`config.mk`:
```
export PLATFORM = sky130hd
export DESIGN_NAME = bps_dot
export DESIGN_NICKNAME = d
export VERILOG_FILES = /design/src/blinn_phong_point_shader_top_macros.svh /design/src/bps_pkg.sv /design/src/bps_dot.sv
export SDC_FILE = /design/constraint.sdc
export NUM_CORES = 2
export LEC_CHECK = 0
export BUFFER_PORTS_ARGS = -buffer_cell sky130_fd_sc_hd__clkbuf_2
export CAP_MARGIN = 10
export CELL_PAD_IN_SITES_DETAIL_PLACEMENT = 2
export CELL_PAD_IN_SITES_GLOBAL_PLACEMENT = 2
export CORE_MARGIN = 2
export CORE_UTILIZATION = 39
export CTS_CLUSTER_DIAMETER = 50
export DETAILED_ROUTE_END_ITERATION = 10
export PLACE_DENSITY = 0.8
export SKIP_CTS_REPAIR_TIMING = 1
export SYNTH_ARGS = -nofsm -noshare
export SYNTH_HDL_FRONTEND = slang
export SYNTH_SLANG_ARGS = --single-unit
export TNS_END_PERCENT = 30
```
`constraint.sdc`:
```
create_clock -name clk -period 6.3 [get_ports clk]
set_clock_uncertainty 0.1 [all_clocks]
set_input_delay 0.315 -clock clk [delete_from_list [all_inputs] [get_ports clk]]
set_output_delay 0.315 -clock clk [all_outputs]
set_load 0.01 [all_outputs]
```
`src/blinn_phong_point_shader_top_macros.svh`:
```
// Assertion macros shared by the shader RTL.
// Each macro expects clk and arst_n to be visible where it is used.
`ifndef BLINN_PHONG_POINT_SHADER_TOP_MACROS_SVH
`define BLINN_PHONG_POINT_SHADER_TOP_MACROS_SVH

// Condition and consequence in the same cycle.
`define BPS_ASSERT_SAME(lbl, cond, prop) \
	lbl: assert property (@(posedge clk) disable iff (!arst_n) (cond) |-> (prop)) \
		else $error("shader assertion failed");

// Consequence in the cycle after the condition.
`define BPS_ASSERT_NEXT(lbl, cond, prop) \
	lbl: assert property (@(posedge clk) disable iff (!arst_n) (cond) |=> (prop)) \
		else $error("shader assertion failed");

`endif

```
`src/bps_pkg.sv`:
```
// Constants and register codes for the Blinn-Phong point shader.
// Used by every module of the block but bps_delay; depends on nothing.
package bps_pkg;
	localparam int COORD_WIDTH_DEF = 21;
	localparam int COLOR_FRAC_DEF = 15;
	localparam int NORM_FRAC = 14;
	localparam int NORM_W = NORM_FRAC + 2;
	localparam int NORM_TOP_BIT = 20;
	localparam int NM_W = NORM_TOP_BIT + 1;
	localparam int SQ_W = 2 * NM_W + 2;
	localparam int SQRT_STEPS = SQ_W / 2;
	localparam int ROOT_W = SQRT_STEPS;
	localparam int DIV_STEPS = NORM_FRAC + 1;
	localparam int NUM_W = NM_W + NORM_FRAC;
	localparam int DSOR_W = ROOT_W + NORM_FRAC;
	localparam int NORM_LAT = 8 + SQRT_STEPS + DIV_STEPS;
	localparam int DOT_LAT = 2;
	localparam int SHIN_W = 8;
	localparam int POW_LAT = SHIN_W;
	localparam int SHIN_RESET = 16;
	localparam int DATA_W = 64;
	localparam int ADDR_W = 6;
	localparam int IDX_W = 3;

	// Register indexes on the configuration port.
	localparam logic [IDX_W-1:0] REG_LIGHT_POS = 3'd0;
	localparam logic [IDX_W-1:0] REG_VIEW_POS = 3'd1;
	localparam logic [IDX_W-1:0] REG_LIGHT_COL = 3'd2;
	localparam logic [IDX_W-1:0] REG_LIGHT_AMB = 3'd3;
	localparam logic [IDX_W-1:0] REG_LIGHT_DIFF = 3'd4;
	localparam logic [IDX_W-1:0] REG_LIGHT_SPEC = 3'd5;
	localparam logic [IDX_W-1:0] REG_SHININESS = 3'd6;
endpackage

```
`src/bps_dot.sv`:
```
// Clamped dot product of the normal with a unit vector, two stages.
// Depends on bps_pkg.
module bps_dot #(
	parameter int COLOR_FRAC_BITS = bps_pkg::COLOR_FRAC_DEF
) (
	input  logic                              clk,
	input  logic                              en,
	input  logic signed [bps_pkg::NORM_W-1:0] n [3],
	input  logic signed [bps_pkg::NORM_W-1:0] u [3],
	output logic [COLOR_FRAC_BITS:0]          v
);
	import bps_pkg::*;

	localparam int CLR_W = COLOR_FRAC_BITS + 1;
	localparam int PRD_W = 2 * NORM_W;
	localparam int SUM_W = PRD_W + 2;
	localparam int SHIFT = 2 * NORM_FRAC - COLOR_FRAC_BITS;

	logic signed [PRD_W-1:0] prod_s1 [3];
	logic signed [SUM_W-1:0] sum;
	logic [SUM_W-1:0]        scaled;

	// Sum of products, then clamp below at zero and above at one.
	always_comb begin
		sum = SUM_W'(prod_s1[0]) + SUM_W'(prod_s1[1]) + SUM_W'(prod_s1[2]);
		scaled = $unsigned(sum) >> SHIFT;
	end

	always_ff @(posedge clk) begin
		if (en) begin
			for (int i = 0; i < 3; i++) begin
				prod_s1[i] <= PRD_W'(n[i]) * PRD_W'(u[i]);
			end
			if (sum <= 0) begin
				v <= '0;
			end else if (scaled > (SUM_W'(1) << COLOR_FRAC_BITS)) begin
				v <= CLR_W'(1) << COLOR_FRAC_BITS;
			end else begin
				v <= scaled[CLR_W-1:0];
			end
		end
	end
endmodule

```
==> flow_metrics.py <==
metrics = {
    "status": {
        "run_status": "finished, violations left",
        "failing_checks": "setup timing",
    },
    "setup_path": {
        "timing.critical_path.mode_cell": "fa_1",
        "wp_data_arrival_ps": 6770,
        "timing.critical_path.fanout_max": 9,
        "critical_path_required_ps": 6340,
        "startpoint_type": "input pin",
        "crit_path_max_cell_delay_ps": 610,
        "r2r_startpoint": "prod_s1[0][69]$_DFFE_PP_",
        "crit_path_class": "in -> reg",
        "ff2ff_setup_slack_ps": 800,
        "critical-path-slowest-cell": "fa_1",
        "worstPathCellList": "clkbuf_4 -> buf_4 -> and2_1 -> fa_1 -> inv_1 -> fa_1 -> fa_1 -> inv_1 -> fa_1 -> fa_1 -> inv_1 -> fa_1 -> inv_1 -> ha_4 -> a21o_1 -> a21oi_2 -> o21a_1 -> o21ai_2 -> a2111oi_4 -> buf_4 -> nor2_1 -> a211o_1 -> a21oi_2 -> xnor2_2",
        "worst_r2r_endpoint": "v[11]$_SDFFCE_PP0P_",
        "cp-end-kind": "register",
        "reg2reg_depth": 12,
    },
    "placement": {
        "worst_setup_timing_slack_at_the_placement_stage_ps": -714,
        "placed_cells_incl_taps": 5109,
        "portBuffers": 113,
        "gpl.final_weighted_congestion": 0.849,
        "dp.final_hpwl_um": 113000,
    },
    "sta": {
        "final-max-slew-violation-count": 0,
        "slew_headroom": 0.451,
        "fin_worst_setup_slack_ps": -432,
        "fraction_of_the_cycle_the_final_worst_path_needs": 1.07,
        "grt_setup_unrepaired": "yes",
        "fmax_ghz": 0.149,
        "worst-slew-pin-transition_ps": 824,
        "fin_hold_ws_ps": 452,
        "hold_viol": 0,
        "final_period_minus_worst_setup_slack_ps": 6730,
        "setup_violations": 8,
    },
    "floorplanning": {
        "row_count": 110,
        "placeable_area_um2": 89600,
        "chipHeight_um": 304,
        "initial_core_util": 0.392,
        "floorplan.die_area_um2": 92500,
        "floorplan.io_pins": 114,
        "die-width_um": 304,
    },
    "final_layout": {
        "layout.filler_cells": 9521,
        "layout_common_cells": "870 x inv_1, 810 x fa_1, 402 x nand2_1, 363 x and2_1, 293 x buf_4",
        "areaGrowthSynthToFinish_pct": 13.3,
        "drive_gt1_frac": 0.132,
        "num_antenna_cells": 0,
        "layoutNonFillerInstCount": 5131,
        "most_common_cell_after_layout_fill_and_taps_aside": "inv_1",
        "final_net_count": 5145,
    },
    "synthesis": {
        "synthesis.nets": 4820,
        "synth-seq-cells": 112,
        "ys.warnings.count": 0,
        "synth_enable_flop_cells": 112,
        "ys_async_sr_fraction": 0,
        "synth_simple_gate_area_frac": 0.143,
        "synth_sequential_area_ratio": 0.0957,
        "synth_cell_types": 74,
        "postSynthAreaPerCell_um2": 9.69,
        "synth_fa_ha_area_frac": 0.566,
        "synth-xor-area-share": 0.0327,
        "synth_top_family_by_area": "adder cells",
        "synth_compound_gate_area_share": 0.0568,
        "muxShareOfSynthArea": 0.000890,
        "synth_top_flop_cell": "edfxtp_1",
        "synth_cells": 3625,
        "mappedNetlistArea_um2": 35100,
    },
    "cts": {
        "htreeDepth": 3,
        "worst_setup_hold_path_clk_slew_ps": 100,
        "cts_root_buffer": "clkbuf_16",
        "tritoncts.num_buffers": 9,
        "cts_tree": "built",
        "clock_tree_sinks": 112,
        "insertion_delay_ps": 390,
        "maximum_buffer_depth_of_the_clock_tree": 2,
    },
    "global_route": {
        "grt_pass1_vias": 34100,
        "grt_antenna_before_repair": 1,
        "tot_gr_track_use": 0.284,
        "grt_first_pass_wirelength_um": 202000,
        "globalRouteOverflowTotal": 0,
        "grt_max_degree": 60,
    },
    "worst_hold_path": {
        "min_from": "en",
        "hold_class": "in -> reg",
        "min_to": "v[15]$_SDFFCE_PP0P_",
        "worst_hold_path.num_cells": 1,
    },
    "route": {
        "final_antenna_net_count": 0,
        "drt_iter0_markers": 1327,
        "routed_wire_length_per_instance_um": 26.2,
        "drc": 0,
        "number_of_iterations_in_the_first_detailed_routing_pass": 5,
        "average_via_count_per_standard_cell": 5.34,
        "finalWirelength_um": 134000,
        "via_count": 27400,
    },
    "flow_run": {
        "max_cap_viol_count": 0,
    },
}
## routing by layer
| metal | vias up | global-route usage | wire, um |
|---|---|---|---|
| met3 | 384 | 0.0249 | 4530 |
| li1 | 11500 | - | - |
| met4 | 0 | 0.0937 | 6670 |
| met1 | 14700 | 0.323 | 50000 |
| met2 | 824 | 0.551 | 73200 |
| met5 | - | 0 | 0 |
## through the flow
stage	TNS [ps]	util	cell area, um^2
floorplan	0	-	35100
global placement	-1000	0.436	39000
detailed placement	-11430	0.436	39000
CTS	-2360	0.439	39300
global route	-2350	0.444	39800
finish	-2140	0.444	39800
## synth_stat cells, drive strengths merged (6+ instances only)
library cell,instances,share of area
inv,873,0.093
fa,819,0.47
nand2,405,0.043
and2,372,0.066
ha,278,0.099
edfxtp,112,0.096
nor2,108,0.012
xnor2,104,0.026
clkbuf,99,0.011
a21oi,87,0.013
a21o,44,0.0095
o21ai,39,0.0056
xor2,27,0.0067
nand2b,25,0.0045
nand3,22,0.0031
nor3,19,0.0027
o21a,17,0.0036
a211oi,16,0.0038
nor2b,16,0.0028
o211ai,13,0.0031
and3,12,0.0021
o21bai,12,0.0026
a31oi,10,0.0018
o31ai,10,0.0021
or3,9,0.0016
nand4,6,0.0011
## logic make-up after synthesis
| logic type | after synthesis |
|---|---|
| fa+ha+maj | 1097 |
| simple gates | 1013 |
| buf+inv | 975 |
| compound gates | 294 |
| xor+xnor | 131 |
| flops | 112 |
| mux | 3 |
## cell type report
cell class | instances | area (um^2) | area share
Multi-Input combinational cell | 2538 | 28400 | 0.715
Sequential cell | 112 | 3360 | 0.0845
Inverter | 873 | 3280 | 0.0824
Timing Repair Buffer | 416 | 2950 | 0.0741
Tap cell | 1176 | 1470 | 0.0370
Clock buffer | 9 | 225 | 0.00566
Clock inverter | 7 | 72.6 | 0.00182
## worst max-delay path by stage
stage / start / end / slack (ps) / depth (start not counted)
6_report: u[20] / prod_s1[0][63]$_DFFE_PP_ / -430 / 24
5_1_grt: u[20] / prod_s1[0][63]$_DFFE_PP_ / -410 / 24
4_1_cts: n[31] / prod_s1[0][63]$_DFFE_PP_ / -370 / 23
3_5_place_dp: n[31] / prod_s1[0][63]$_DFFE_PP_ / -710 / 23
3_3_place_gp: u[17] / prod_s1[0][60]$_DFFE_PP_ / -460 / 20
2_1_floorplan: n[31] / prod_s1[0][63]$_DFFE_PP_ / 30 / 20
## critical path: cells and delay by family
family          cells  cell delay (ps)
compound gates      7             1630
buf+inv             7              980
xor+xnor            1               70
simple gates        2              240
fa+ha+maj           7             3520
## flip-flops by register name (all words and copies together), names as in the netlist
signal / flops
prod_s1: 96
v: 16
Power is left out: the tool's default activity adds up to more than one toggle a clock period on the data nets, which glitch-free logic cannot reach.
